[src/hdl/hlpe_pkg.sv]
package hlpe_pkg;

    // Strip geometry
    localparam int MAX_LEDS_DEF   = 256;
    localparam int BITS_PER_LED   = 24;
    localparam int LAST_BIT       = 23;
    localparam int CNT_W          = 5;

    // Field widths
    localparam int HUE_W          = 9;
    localparam int CHAN_W         = 8;
    localparam int LED_W          = 8;
    localparam int SLOT_W         = 13;
    localparam int DUTY_W         = 16;
    localparam int CFG_IDX_W      = 4;

    // Color arithmetic
    localparam int HUE_WRAP       = 360;
    localparam int DEG_PER_SECTOR = 60;
    localparam int CHAN_MAX       = 255;
    localparam int SECTOR_W       = 3;
    localparam int DIST_W         = 6;
    localparam int SCALED_W       = 22;
    // channel term is scaled by 255*60; the 8-bit channel is term / 15300
    localparam int CHAN_DIV       = 15300;
    // floor(2^30 / 15300): underestimates the quotient by at most one
    localparam int RECIP          = 70179;
    localparam int RECIP_W        = 17;
    localparam int RECIP_SHIFT    = 30;
    localparam int PROD_W         = SCALED_W + RECIP_W;

    // Queue between the color front end and the serializer
    localparam int QUEUE_DEPTH    = 2;

    // Register map
    localparam logic [CFG_IDX_W-1:0] REG_ZERO_DUTY = CFG_IDX_W'(0);
    localparam logic [CFG_IDX_W-1:0] REG_ONE_DUTY  = CFG_IDX_W'(1);

    localparam logic [DUTY_W-1:0] ZERO_DUTY_RST = DUTY_W'(29);
    localparam logic [DUTY_W-1:0] ONE_DUTY_RST  = DUTY_W'(58);

    // One converted LED request, as queued for serialization
    typedef struct packed {
        logic [3*CHAN_W-1:0] grb;
        logic [LED_W-1:0]    led;
        logic                list_end;
    } item_t;

    typedef struct packed {
        logic full;
        logic empty;
    } q_status_t;

    typedef struct packed {
        logic [DUTY_W-1:0] zero_duty;
        logic [DUTY_W-1:0] one_duty;
    } cfg_t;

endpackage

[src/hdl/hlpe_front.sv]
module hlpe_front #(
    parameter int MAX_LEDS = hlpe_pkg::MAX_LEDS_DEF
) (
    input  logic                           clk,
    input  logic                           rst_n,
    input  logic                           in_valid,
    output logic                           in_stall,
    input  logic [hlpe_pkg::HUE_W-1:0]     hue,
    input  logic [hlpe_pkg::CHAN_W-1:0]    saturation,
    input  logic [hlpe_pkg::CHAN_W-1:0]    brightness,
    input  logic [hlpe_pkg::LED_W-1:0]     led_pos,
    input  logic                           list_end,
    input  hlpe_pkg::q_status_t            q_status,
    output logic                           push,
    output hlpe_pkg::item_t                push_item
);

    localparam int CW = hlpe_pkg::CHAN_W;
    localparam int SW = hlpe_pkg::SCALED_W;
    localparam int XW = hlpe_pkg::SECTOR_W;
    localparam int DW = hlpe_pkg::DIST_W;
    localparam int LW = hlpe_pkg::LED_W;
    localparam int MW = 2 * CW;
    localparam logic [hlpe_pkg::SLOT_W-1:0] LED_LIMIT = hlpe_pkg::SLOT_W'(MAX_LEDS);

    logic en;

    // ---- stage A input: hue wrap, sector and distance from sector edge
    logic [hlpe_pkg::HUE_W-1:0] h_wrap;
    logic [XW-1:0]              sector;
    logic [hlpe_pkg::HUE_W-1:0] sector_base;
    logic [DW-1:0]              r60;
    logic [DW-1:0]              hue_span;
    logic                       led_ok;

    always_comb
    begin
        if (hue >= hlpe_pkg::HUE_W'(hlpe_pkg::HUE_WRAP))
        begin
            h_wrap = hue - hlpe_pkg::HUE_W'(hlpe_pkg::HUE_WRAP);
        end
        else
        begin
            h_wrap = hue;
        end
    end

    always_comb
    begin
        priority if (h_wrap < hlpe_pkg::HUE_W'(60))
        begin
            sector      = XW'(0);
            sector_base = hlpe_pkg::HUE_W'(0);
        end
        else if (h_wrap < hlpe_pkg::HUE_W'(120))
        begin
            sector      = XW'(1);
            sector_base = hlpe_pkg::HUE_W'(60);
        end
        else if (h_wrap < hlpe_pkg::HUE_W'(180))
        begin
            sector      = XW'(2);
            sector_base = hlpe_pkg::HUE_W'(120);
        end
        else if (h_wrap < hlpe_pkg::HUE_W'(240))
        begin
            sector      = XW'(3);
            sector_base = hlpe_pkg::HUE_W'(180);
        end
        else if (h_wrap < hlpe_pkg::HUE_W'(300))
        begin
            sector      = XW'(4);
            sector_base = hlpe_pkg::HUE_W'(240);
        end
        else
        begin
            sector      = XW'(5);
            sector_base = hlpe_pkg::HUE_W'(300);
        end
    end

    // |(H/60 mod 2) - 1| * 60: odd sectors count up, even sectors count down
    assign r60      = DW'(h_wrap - sector_base);
    assign hue_span = sector[0] ? r60 : (DW'(hlpe_pkg::DEG_PER_SECTOR) - r60);
    assign led_ok   = ({(hlpe_pkg::SLOT_W - LW)'(0), led_pos} < LED_LIMIT);

    assign in_stall = !en;

    // ---- pipeline registers
    logic          a_valid_reg, b_valid_reg, c_valid_reg, d_valid_reg, e_valid_reg;
    logic [CW-1:0] a_v_reg, a_s_reg;
    logic [XW-1:0] a_sector_reg, b_sector_reg, c_sector_reg, d_sector_reg, e_sector_reg;
    logic [DW-1:0] a_d_reg, b_d_reg;
    logic [LW-1:0] a_led_reg, b_led_reg, c_led_reg, d_led_reg, e_led_reg;
    logic          a_end_reg, b_end_reg, c_end_reg, d_end_reg, e_end_reg;
    logic [CW-1:0] b_v_reg, c_v_reg, d_v_reg, e_v_reg;
    logic [MW-1:0] b_vs_reg, b_mp_reg;
    logic [SW-1:0] c_y_reg;
    logic [CW-1:0] c_mc_reg, d_mc_reg, e_mc_reg;
    logic [SW-1:0] d_n_reg, e_n_reg;
    logic [CW-1:0] e_q0_reg;

    // stage C math: floor(x / 255) for x up to 255*255
    logic [MW:0]   mc_sum;
    // stage D/E math: x channel = floor(n / 15300) by reciprocal and one correction
    logic [hlpe_pkg::PROD_W-1:0] recip_prod;
    logic [SW-1:0]               rem;
    logic [CW-1:0]               xc;

    assign mc_sum     = (MW+1)'(b_mp_reg) + (MW+1)'(b_mp_reg >> CW) + (MW+1)'(1);
    assign recip_prod = hlpe_pkg::PROD_W'(d_n_reg)
                      * hlpe_pkg::PROD_W'(hlpe_pkg::RECIP);
    assign rem        = e_n_reg - (SW'(e_q0_reg) * SW'(hlpe_pkg::CHAN_DIV));
    assign xc         = e_q0_reg + CW'(rem >= SW'(hlpe_pkg::CHAN_DIV));

    // control: whole front advances together unless the last stage is blocked
    assign en = !(e_valid_reg && q_status.full);

    always_ff @(posedge clk or negedge rst_n)
    begin
        if (!rst_n)
        begin
            a_valid_reg <= 1'b0;
            b_valid_reg <= 1'b0;
            c_valid_reg <= 1'b0;
            d_valid_reg <= 1'b0;
            e_valid_reg <= 1'b0;
        end
        else if (en)
        begin
            a_valid_reg <= in_valid && led_ok;
            b_valid_reg <= a_valid_reg;
            c_valid_reg <= b_valid_reg;
            d_valid_reg <= c_valid_reg;
            e_valid_reg <= d_valid_reg;
        end
    end

    // datapath
    always_ff @(posedge clk)
    begin
        if (en)
        begin
            // A: classify
            a_v_reg      <= brightness;
            a_s_reg      <= saturation;
            a_sector_reg <= sector;
            a_d_reg      <= hue_span;
            a_led_reg    <= led_pos;
            a_end_reg    <= list_end;
            // B: v*s and v*(255-s)
            b_v_reg      <= a_v_reg;
            b_vs_reg     <= MW'(a_v_reg) * MW'(a_s_reg);
            b_mp_reg     <= MW'(a_v_reg) * MW'(CW'(hlpe_pkg::CHAN_MAX) - a_s_reg);
            b_sector_reg <= a_sector_reg;
            b_d_reg      <= a_d_reg;
            b_led_reg    <= a_led_reg;
            b_end_reg    <= a_end_reg;
            // C: v*s*d and the minimum channel
            c_v_reg      <= b_v_reg;
            c_y_reg      <= SW'(b_vs_reg) * SW'(b_d_reg);
            c_mc_reg     <= CW'(mc_sum >> CW);
            c_sector_reg <= b_sector_reg;
            c_led_reg    <= b_led_reg;
            c_end_reg    <= b_end_reg;
            // D: scaled x-channel term 15300*v - v*s*d
            d_n_reg      <= (SW'(hlpe_pkg::CHAN_DIV) * SW'(c_v_reg)) - c_y_reg;
            d_v_reg      <= c_v_reg;
            d_mc_reg     <= c_mc_reg;
            d_sector_reg <= c_sector_reg;
            d_led_reg    <= c_led_reg;
            d_end_reg    <= c_end_reg;
            // E: quotient estimate
            e_q0_reg     <= recip_prod[hlpe_pkg::RECIP_SHIFT +: CW];
            e_n_reg      <= d_n_reg;
            e_v_reg      <= d_v_reg;
            e_mc_reg     <= d_mc_reg;
            e_sector_reg <= d_sector_reg;
            e_led_reg    <= d_led_reg;
            e_end_reg    <= d_end_reg;
        end
    end

    // place max, mid and min channels by sector, pack as G,R,B
    logic [CW-1:0] ch_r, ch_g, ch_b;

    always_comb
    begin
        unique case (e_sector_reg)
            XW'(0):
            begin
                ch_r = e_v_reg;  ch_g = xc;       ch_b = e_mc_reg;
            end
            XW'(1):
            begin
                ch_r = xc;       ch_g = e_v_reg;  ch_b = e_mc_reg;
            end
            XW'(2):
            begin
                ch_r = e_mc_reg; ch_g = e_v_reg;  ch_b = xc;
            end
            XW'(3):
            begin
                ch_r = e_mc_reg; ch_g = xc;       ch_b = e_v_reg;
            end
            XW'(4):
            begin
                ch_r = xc;       ch_g = e_mc_reg; ch_b = e_v_reg;
            end
            default:
            begin
                ch_r = e_v_reg;  ch_g = e_mc_reg; ch_b = xc;
            end
        endcase
    end

    assign push               = e_valid_reg && !q_status.full;
    assign push_item.grb      = {ch_g, ch_r, ch_b};
    assign push_item.led      = e_led_reg;
    assign push_item.list_end = e_end_reg;

endmodule

[src/hdl/hlpe_fifo.sv]
module hlpe_fifo #(
    parameter int DEPTH = hlpe_pkg::QUEUE_DEPTH
) (
    input  logic                 clk,
    input  logic                 rst_n,
    input  logic                 push,
    input  hlpe_pkg::item_t      push_item,
    input  logic                 pop,
    output hlpe_pkg::item_t      head,
    output hlpe_pkg::q_status_t  q_status
);

    localparam int PTR_W = (DEPTH > 1) ? $clog2(DEPTH) : 1;
    localparam int CNT_W = $clog2(DEPTH + 1);
    localparam logic [PTR_W-1:0] PTR_LAST = PTR_W'(DEPTH - 1);
    localparam logic [CNT_W-1:0] CNT_FULL = CNT_W'(DEPTH);

    hlpe_pkg::item_t    mem [DEPTH];
    logic [PTR_W-1:0]   wr_ptr_reg, rd_ptr_reg;
    logic [CNT_W-1:0]   count_reg;

    assign q_status.full  = (count_reg == CNT_FULL);
    assign q_status.empty = (count_reg == CNT_W'(0));
    assign head           = mem[rd_ptr_reg];

    // storage
    always_ff @(posedge clk)
    begin
        if (push)
        begin
            mem[wr_ptr_reg] <= push_item;
        end
    end

    // pointers and fill level
    always_ff @(posedge clk or negedge rst_n)
    begin
        if (!rst_n)
        begin
            wr_ptr_reg <= '0;
            rd_ptr_reg <= '0;
            count_reg  <= '0;
        end
        else
        begin
            if (push)
            begin
                wr_ptr_reg <= (wr_ptr_reg == PTR_LAST) ? '0 : wr_ptr_reg + PTR_W'(1);
            end
            if (pop)
            begin
                rd_ptr_reg <= (rd_ptr_reg == PTR_LAST) ? '0 : rd_ptr_reg + PTR_W'(1);
            end
            if (push && !pop)
            begin
                count_reg <= count_reg + CNT_W'(1);
            end
            else if (pop && !push)
            begin
                count_reg <= count_reg - CNT_W'(1);
            end
        end
    end

    a_no_overflow: assert property (@(posedge clk) disable iff (!rst_n)
        push |-> !q_status.full)
        else $error("queue written while full");

    a_no_underflow: assert property (@(posedge clk) disable iff (!rst_n)
        pop |-> !q_status.empty)
        else $error("queue read while empty");

    a_count_range: assert property (@(posedge clk) disable iff (!rst_n)
        count_reg <= CNT_FULL)
        else $error("queue fill level out of range");

endmodule

[src/hdl/hlpe_back.sv]
module hlpe_back (
    input  logic                           clk,
    input  logic                           rst_n,
    input  hlpe_pkg::cfg_t                 cfg,
    input  hlpe_pkg::item_t                head,
    input  hlpe_pkg::q_status_t            q_status,
    output logic                           pop,
    output logic                           out_valid,
    input  logic                           out_stall,
    output logic [hlpe_pkg::SLOT_W-1:0]    slot_index,
    output logic [hlpe_pkg::DUTY_W-1:0]    duty_word,
    output logic                           last_bit,
    output logic                           end_of_list
);

    localparam int NW = hlpe_pkg::CNT_W;
    localparam int SW = hlpe_pkg::SLOT_W;
    localparam logic [NW-1:0] CNT_LAST = NW'(hlpe_pkg::LAST_BIT);

    // current LED being serialized
    logic                         cur_valid_reg;
    logic [3*hlpe_pkg::CHAN_W-1:0] cur_grb_reg;
    logic [SW-1:0]                cur_base_reg;
    logic                         cur_end_reg;
    logic [NW-1:0]                cnt_reg;

    // output register
    logic                         out_valid_reg;
    logic [SW-1:0]                slot_index_reg;
    logic [hlpe_pkg::DUTY_W-1:0]  duty_word_reg;
    logic                         last_bit_reg;
    logic                         end_of_list_reg;

    logic load;
    logic word_last;
    logic bit_val;
    logic [SW-1:0] base_next;

    assign load      = !out_valid_reg || !out_stall;
    assign word_last = (cnt_reg == CNT_LAST);
    assign bit_val   = cur_grb_reg[CNT_LAST - cnt_reg];
    assign pop       = !q_status.empty && (!cur_valid_reg || (load && word_last));
    assign base_next = (SW'(head.led) * SW'(hlpe_pkg::BITS_PER_LED)) + SW'(1);

    // current-item control
    always_ff @(posedge clk or negedge rst_n)
    begin
        if (!rst_n)
        begin
            cur_valid_reg <= 1'b0;
            cnt_reg       <= '0;
        end
        else if (pop)
        begin
            cur_valid_reg <= 1'b1;
            cnt_reg       <= '0;
        end
        else if (load && cur_valid_reg)
        begin
            if (word_last)
            begin
                cur_valid_reg <= 1'b0;
                cnt_reg       <= '0;
            end
            else
            begin
                cnt_reg <= cnt_reg + NW'(1);
            end
        end
    end

    always_ff @(posedge clk)
    begin
        if (pop)
        begin
            cur_grb_reg  <= head.grb;
            cur_base_reg <= base_next;
            cur_end_reg  <= head.list_end;
        end
    end

    // output word register
    always_ff @(posedge clk or negedge rst_n)
    begin
        if (!rst_n)
        begin
            out_valid_reg <= 1'b0;
        end
        else if (load)
        begin
            out_valid_reg <= cur_valid_reg;
        end
    end

    always_ff @(posedge clk)
    begin
        if (load && cur_valid_reg)
        begin
            slot_index_reg  <= cur_base_reg + SW'(cnt_reg);
            duty_word_reg   <= bit_val ? cfg.one_duty : cfg.zero_duty;
            last_bit_reg    <= word_last;
            end_of_list_reg <= word_last && cur_end_reg;
        end
    end

    assign out_valid   = out_valid_reg;
    assign slot_index  = slot_index_reg;
    assign duty_word   = duty_word_reg;
    assign last_bit    = last_bit_reg;
    assign end_of_list = end_of_list_reg;

    a_cnt_range: assert property (@(posedge clk) disable iff (!rst_n)
        cnt_reg <= CNT_LAST)
        else $error("bit counter out of range");

    a_end_on_last: assert property (@(posedge clk) disable iff (!rst_n)
        out_valid_reg && end_of_list_reg |-> last_bit_reg)
        else $error("end of list flagged on a word that is not the last");

    a_no_gap_in_led: assert property (@(posedge clk) disable iff (!rst_n)
        out_valid_reg && !last_bit_reg && !out_stall |=> out_valid_reg)
        else $error("gap inside the words of one LED");

endmodule

[src/hdl/hsv_led_pulse_encoder_top.sv]
// HSV LED pulse encoder.
// Input channel (in_valid / in_stall): one request per LED carrying hue in
// degrees, saturation and brightness as n/255, the LED position and a list-end
// flag. A request is taken when in_valid is high and in_stall is low.
// Each request is converted to 8-bit G,R,B and serialized MSB first as 24
// output words (out_valid / out_stall): slot_index = led*24 + bit + 1, the
// zero or one duty word, last_bit on word 24, end_of_list on word 24 of a
// request that had list_end set. Requests with led_pos >= MAX_LEDS are
// dropped without output. Each request passes stages A to E and the queue
// before serialization. Throughput: one word per cycle while out_stall is low
// and words wait, set by the serializer and the single output word register.
// The five-stage color pipeline and the two-entry queue let following requests
// be taken while an LED is shifting out. Stalling the output holds the current
// word; the serializer then stops, the queue fills and in_stall rises. Reset
// empties the pipeline and queue and loads zero_duty = 29, one_duty = 58.
// The user must write config (cfg_valid / cfg_ready, always ready) only
// while idle; the block does not check it. Index 0 is zero_duty, 1 is one_duty.
module hsv_led_pulse_encoder_top #(
    parameter int MAX_LEDS = hlpe_pkg::MAX_LEDS_DEF
) (
    input  logic                              clk,
    input  logic                              rst_n,
    input  logic                              in_valid,
    output logic                              in_stall,
    input  logic [hlpe_pkg::HUE_W-1:0]        hue,
    input  logic [hlpe_pkg::CHAN_W-1:0]       saturation,
    input  logic [hlpe_pkg::CHAN_W-1:0]       brightness,
    input  logic [hlpe_pkg::LED_W-1:0]        led_pos,
    input  logic                              list_end,
    output logic                              out_valid,
    input  logic                              out_stall,
    output logic [hlpe_pkg::SLOT_W-1:0]       slot_index,
    output logic [hlpe_pkg::DUTY_W-1:0]       duty_word,
    output logic                              last_bit,
    output logic                              end_of_list,
    input  logic                              cfg_valid,
    output logic                              cfg_ready,
    input  logic [hlpe_pkg::CFG_IDX_W-1:0]    cfg_index,
    input  logic [hlpe_pkg::DUTY_W-1:0]       cfg_data
);

    hlpe_pkg::cfg_t       cfg_reg;
    hlpe_pkg::q_status_t  q_status;
    hlpe_pkg::item_t      push_item;
    hlpe_pkg::item_t      head;
    logic                 push;
    logic                 pop;

    // configuration registers
    assign cfg_ready = 1'b1;

    always_ff @(posedge clk or negedge rst_n)
    begin
        if (!rst_n)
        begin
            cfg_reg.zero_duty <= hlpe_pkg::ZERO_DUTY_RST;
            cfg_reg.one_duty  <= hlpe_pkg::ONE_DUTY_RST;
        end
        else if (cfg_valid && cfg_ready)
        begin
            unique case (cfg_index)
                hlpe_pkg::REG_ZERO_DUTY: cfg_reg.zero_duty <= cfg_data;
                hlpe_pkg::REG_ONE_DUTY:  cfg_reg.one_duty  <= cfg_data;
                default: ;
            endcase
        end
    end

    hlpe_front #(
        .MAX_LEDS (MAX_LEDS)
    ) u_front (
        .clk        (clk),
        .rst_n      (rst_n),
        .in_valid   (in_valid),
        .in_stall   (in_stall),
        .hue        (hue),
        .saturation (saturation),
        .brightness (brightness),
        .led_pos    (led_pos),
        .list_end   (list_end),
        .q_status   (q_status),
        .push       (push),
        .push_item  (push_item)
    );

    hlpe_fifo #(
        .DEPTH (hlpe_pkg::QUEUE_DEPTH)
    ) u_fifo (
        .clk        (clk),
        .rst_n      (rst_n),
        .push       (push),
        .push_item  (push_item),
        .pop        (pop),
        .head       (head),
        .q_status   (q_status)
    );

    hlpe_back u_back (
        .clk         (clk),
        .rst_n       (rst_n),
        .cfg         (cfg_reg),
        .head        (head),
        .q_status    (q_status),
        .pop         (pop),
        .out_valid   (out_valid),
        .out_stall   (out_stall),
        .slot_index  (slot_index),
        .duty_word   (duty_word),
        .last_bit    (last_bit),
        .end_of_list (end_of_list)
    );

endmodule
[config.mk]
export PLATFORM = sky130hd
export DESIGN_NAME = hsv_led_pulse_encoder_top
export DESIGN_NICKNAME = d
export VERILOG_FILES = /design/src/hdl/hlpe_pkg.sv /design/src/hdl/hlpe_front.sv /design/src/hdl/hlpe_fifo.sv /design/src/hdl/hlpe_back.sv /design/src/hdl/hsv_led_pulse_encoder_top.sv
export SDC_FILE = /design/constraint.sdc
export NUM_CORES = 2
export LEC_CHECK = 0
export ABC_AREA = 0
export BUFFER_PORTS_ARGS = -buffer_cell sky130_fd_sc_hd__buf_2
export CORE_AREA = 2 2 309 311
export CTS_BUF_LIST = sky130_fd_sc_hd__clkbuf_8 sky130_fd_sc_hd__clkbuf_16
export CTS_CLUSTER_DIAMETER = 50
export DETAILED_ROUTE_END_ITERATION = 12
export DIE_AREA = 0 0 311 313
export GPL_TIMING_DRIVEN = 0
export SYNTH_ARGS = -nofsm -noshare
export SYNTH_HDL_FRONTEND = slang
export SYNTH_HIERARCHICAL = 1
export SYNTH_SLANG_ARGS = --single-unit
[constraint.sdc]
create_clock -name clk -period 9.3 [get_ports clk]
set_input_delay 1.395 -clock clk [delete_from_list [all_inputs] [get_ports clk]]
set_output_delay 1.395 -clock clk [all_outputs]
set_load 0.005 [all_outputs]
; After elaboration in Yosys (flattened, before gate mapping)
; Memory sizes are Yosys's and may differ from the RTL's.
; Index checks and enable logic that the tools add are counted.
[classes]
eq_ne = 7
n_lt_le_gt_ge = 8
bitwise_logic = 0
n_mul = 7
add_sub_neg = 17
div_mod_pow = 0
n_reduce_logical = 34
muxes = 30
shifts = 0
[ops]
columns = operator, n
row1 = 8-bit one-hot mux with 2 select lines, 3
row2 = 22-bit subtractor, 2
row3 = "22-bit by 17-bit multiplier with 38-bit output, second input constant", 1
row4 = 6-bit two-way mux, 5
row5 = "22-bit by 14-bit greater-or-equal comparator with 1-bit output, second input constant", 1
row6 = 16-bit by 6-bit multiplier with 22-bit output, 1
row7 = "12-bit by 8-bit multiplier with 20-bit output, first input constant", 1
row8 = "8-bit by 12-bit multiplier with 20-bit output, second input constant", 1
row9 = 5-bit two-way mux, 4
row10 = "9-bit by 8-bit < comparator with 1-bit output, second input constant", 2
row11 = "16-bit by 1-bit adder with 16-bit output, second input constant", 1
row12 = 16-bit by 8-bit adder with 16-bit output, 1
row13 = 8-bit by 16-bit multiplier with 16-bit output, 1
row14 = 8-bit by 8-bit multiplier with 16-bit output, 1
row15 = 16-bit two-way mux, 1
row16 = 2-bit OR reduction, 7
row17 = "13-bit by 1-bit adder with 13-bit output, second input constant", 1
row18 = 13-bit by 5-bit adder with 13-bit output, 1
row19 = 1-bit two-way mux, 11
row20 = "8-bit by 2-bit multiplier with 10-bit output, second input constant", 1
row21 = "9-bit greater-or-equal comparator, second input constant", 1
row22 = "9-bit by 6-bit < comparator with 1-bit output, second input constant", 1
row23 = "9-bit by 7-bit < comparator with 1-bit output, second input constant", 1
row24 = "9-bit < comparator, second input constant", 1
row25 = other kinds (29), 52
[totals]
mem_bits_rw = 66
reg_bits = 367
mem_count = 1
latch_bits = 0
romBits = 0
[mem_list]
columns = name, depth, word_bits, read_ports, rd_ports_with_merged_regs, wr, line_no
row1 = u_fifo.mem, 2, 33, 1, 0, 1, hlpe_fifo.sv:18  ; hlpe_pkg::item_t mem [DEPTH];

; Logic depth before layout (Yosys ltp)
[depth]
ltp_word = 11
depth_mapped = 31
ltp_nobuf = 31

; Modules after synthesis
; Netlist, hierarchy kept.
[by_module_without_submodules]
columns = module, seq_area_each_um2, cells_per_inst, instances, area_each_um2
row1 = hlpe_front, 7572.3, 2404, 1, 25378.1
row2 = hlpe_back, 2157.1, 221, 1, 3362.0
row3 = hlpe_fifo, 2082.0, 119, 1, 2720.1
row4 = hsv_led_pulse_encoder_top, 810.8, 72, 1, 1298.7

; Worst setup path after synthesis
; Ideal clock, no wire load.
[synth_timing]
path_kind = reg2out
startpoint = register u_fifo.count_reg[1]
endpoint = output port in_stall
required_time_ns = 7.905
path_slack_ns = 1.631
path_buffers = 0
path_stages_with_launch = 4
arrival_ns = 6.274
cell_sequence = dfrtp_1 > nor2b_1 > nand2_1 > inv_1
[synth_rtl]
columns = item, line_no
row1 = start: declaration, hlpe_fifo.sv:20  ; logic [CNT_W-1:0] count_reg;
row2 = start signal: assignment, hlpe_fifo.sv:56  ; count_reg <= count_reg + CNT_W'(1);
row3 = start signal: assignment, hlpe_fifo.sv:60  ; count_reg <= count_reg - CNT_W'(1);
row4 = end: declaration, hsv_led_pulse_encoder_top.sv:24  ; output logic in_stall,

==> results.yml <==
synth:
  synth_ff_type: "edfxtp_1"
  syn_area_per_cell_um2: 11.6
  synth_async_sr_flop_share: 0.112
  netlist_instances: 2816
  synth_edf_count: 380
  synth_area_mm2: 0.0328
  synth-seq-area-share: 0.385
  ys_types: 84
  ys_seq_elements: 428
  syn-num-nets: 3522
  ys_warn_count: 6
finish:
  final_cell_count_no_fill: 4282
  drive_gt1_frac: 0.113
  largest_register_ffs: 66
  multi_input_area_mm2: 0.0181
  syn_to_final_growth_pct: 13.0
  fillers: 9102
  antenna_cells: 0
  seqCellArea_mm2: 0.0126
  nets: 3676
clock_network:
  ctsHoldBuffers: 0
  clock_latency_ns: 0.65
  cts_resized: 0
  cts_buffers: 57
  htreeDepth: 2
  cts_setup_buffers: 0
  clk_pin_slew_ns: 0.06
  cts-root-buf: "clkbuf_16"
  cts_tree: "built"
  clock_sinks: 428
  cts_max_path_buffers: 3
worst_setup_path:
  path_max_fanout: 8
  r2r_setup_slack_ns: 2.10
  path_buf_inv: 2
  slowest_delay_ns: 0.71
  crit_family: "adder cells"
  startpoint_type: "flip-flop"
  cp_slowest_cell: "fa_1"
  worstPathArrival_ns: 7.56
  worstPathRequired_ns: 9.66
  critPathCaptureType: "flip-flop"
  path_class: "reg -> reg"
grt:
  grt_overflow: 0
  grt_pass1_vias: 20600
  busiest_layer: "met2"
  grt_antenna_before_repair: 1
  grtUsageMet3: 0.0201
  met1_usage: 0.167
  use_met2: 0.219
  grt_max_degree: 71
  grt_pass1_wl_um: 102000
  grt_use_total: 0.128
route:
  antenna_left: 0
  vias: 20000
  vias_per_cell: 4.68
  drtPass1Iterations: 5
  postRouteWirelength_um: 61000
  drcViolationCount: 0
  wl_per_cell_um: 14.3
  drtIter0Drc: 1116
timing:
  slew_violations: 0
  relSlewSlack: 0.184
  skew_ns: 0.0276
  finalHoldViolations: 0
  finalCriticalPeriod_ns: 7.20
  period_share: 0.774
  max_slew.worst_pin.slew_ns: 1.22
  rsz0062_at_grt: "no"
  setup_viol: 0
  fmax_ghz: 0.139
floorplan:
  core_mm2: 0.0942
  io_pins: 93
  die_y_um: 313
  rows: 113
  die-width_um: 311
  initial_core_util: 0.348
  die_area_mm2: 0.0973
place:
  hpwl_um: 47000
  gp_congestion: 0.858
  placed_cells: 4176
  port_buffers: 89
flow_run:
  maxCapViolations: 0
worst_hold_path:
  worst_hold_path_type: "reg -> reg"
status:
  status: "complete, no violations"
placed cells by master (no fill, tap or decap), types with 10 or more instances in the layout:
master / netlist / final
clkbuf_1: 37 / 37
mux2_4: 50 / 50
o22ai_1: 13 / 13
nor2b_1: 55 / 54
nand2b_1: 56 / 56
edfxtp_1: 380 / 380
ha_1: 401 / 401
a21o_1: 27 / 27
a31oi_1: 14 / 14
fa_1: 246 / 246
nand2_1: 181 / 180
a21oi_1: 91 / 90
o21ai_0: 78 / 78
nand4_1: 12 / 12
clkbuf_16: 0 / 58
inv_1: 465 / 468
xnor2_1: 112 / 112
nor3_1: 33 / 33
o21a_1: 19 / 19
dfrtp_1: 40 / 40
o211ai_1: 21 / 21
o21bai_1: 10 / 10
and2_1: 74 / 73
nor2_1: 111 / 111
xor2_1: 39 / 39
nand3_1: 41 / 41
mux2i_1: 18 / 18
and3_1: 11 / 11
a211oi_1: 13 / 13
mux2_2: 38 / 38
inv_6: 0 / 10
buf_2: 4 / 93
routing by layer:
layer	vias to the layer above	wire length, um
li1	9903	-
met3	94	2680
met2	345	29300
met1	9681	27600
met5	-	0
met4	0	1490
final timing paths:
kind                                       to  cells after the start           startpoint
max reg2reg                 u_fifo/mem[0][27]                     25  u_front/e_q0_reg[5]
max                         u_fifo/mem[0][27]                     25  u_front/e_q0_reg[5]
min reg2reg                u_front/e_v_reg[3]                      0   u_front/d_v_reg[3]
min                        u_front/e_v_reg[3]                      0   u_front/d_v_reg[3]
max in group asynchronous         cfg_reg[21]                      1                rst_n
min in group asynchronous         cfg_reg[15]                      1                rst_n
final cells by class:
class,instances,share of cell area
tap,1265,0.0427
timing repair buffer,95,0.0163
sequential,428,0.341
clock inverter,47,0.0159
buffer,57,0.00912
inverter,465,0.0471
clock buffer,59,0.0396
multi-input combinational,1866,0.488
stage by stage:
stage               setup TNS, ns  cell area [um^2]  worst slack, ns  hold slack (ns)   util
finish                          0             37000             2.10            0.391  0.393
global route                    0             37000             1.50            0.402  0.393
CTS                             0             37000             2.18            0.397  0.393
detailed placement              0             35000             2.23            0.405  0.371
global placement           -13.14             34800           -0.812            0.401  0.369
floorplan                       0             32800             1.63            0.400      -
cell usage after synthesis, drive strengths merged (12+ instances only):
master / n / area share
fa: 246 / 0.15
a31oi: 15 / 0.0033
xnor2: 112 / 0.030
and2: 74 / 0.014
nor2b: 55 / 0.011
o211ai: 21 / 0.0048
xor2: 39 / 0.010
edfxtp: 380 / 0.35
dfrtp: 40 / 0.031
o21ai: 79 / 0.012
o22ai: 13 / 0.0025
mux2: 88 / 0.036
nand4: 12 / 0.0023
buf: 19 / 0.0059
inv: 465 / 0.053
clkbuf: 38 / 0.0044
a211oi: 13 / 0.0030
nand2: 181 / 0.021
nand2b: 57 / 0.011
ha: 401 / 0.15
nor2: 112 / 0.013
mux2i: 18 / 0.0055
a21oi: 94 / 0.015
nor3: 33 / 0.0050
o21a: 19 / 0.0044
a21o: 27 / 0.0062
nand3: 41 / 0.0063
cell families after synthesis:
family	count (synthesis)	share of synthesized area
adders and majority gates	647	0.303
and+or+nand+nor	605	0.0919
buffers and inverters	522	0.0636
DFF	428	0.385
AOI/OAI and AO/OA	355	0.0731
xor gates and xnor gates	151	0.0404
muxes	107	0.0422
other	1	0.000114
Power is left out: the tool's default activity adds up to more than one toggle a clock period on the data nets, which glitch-free logic cannot reach.
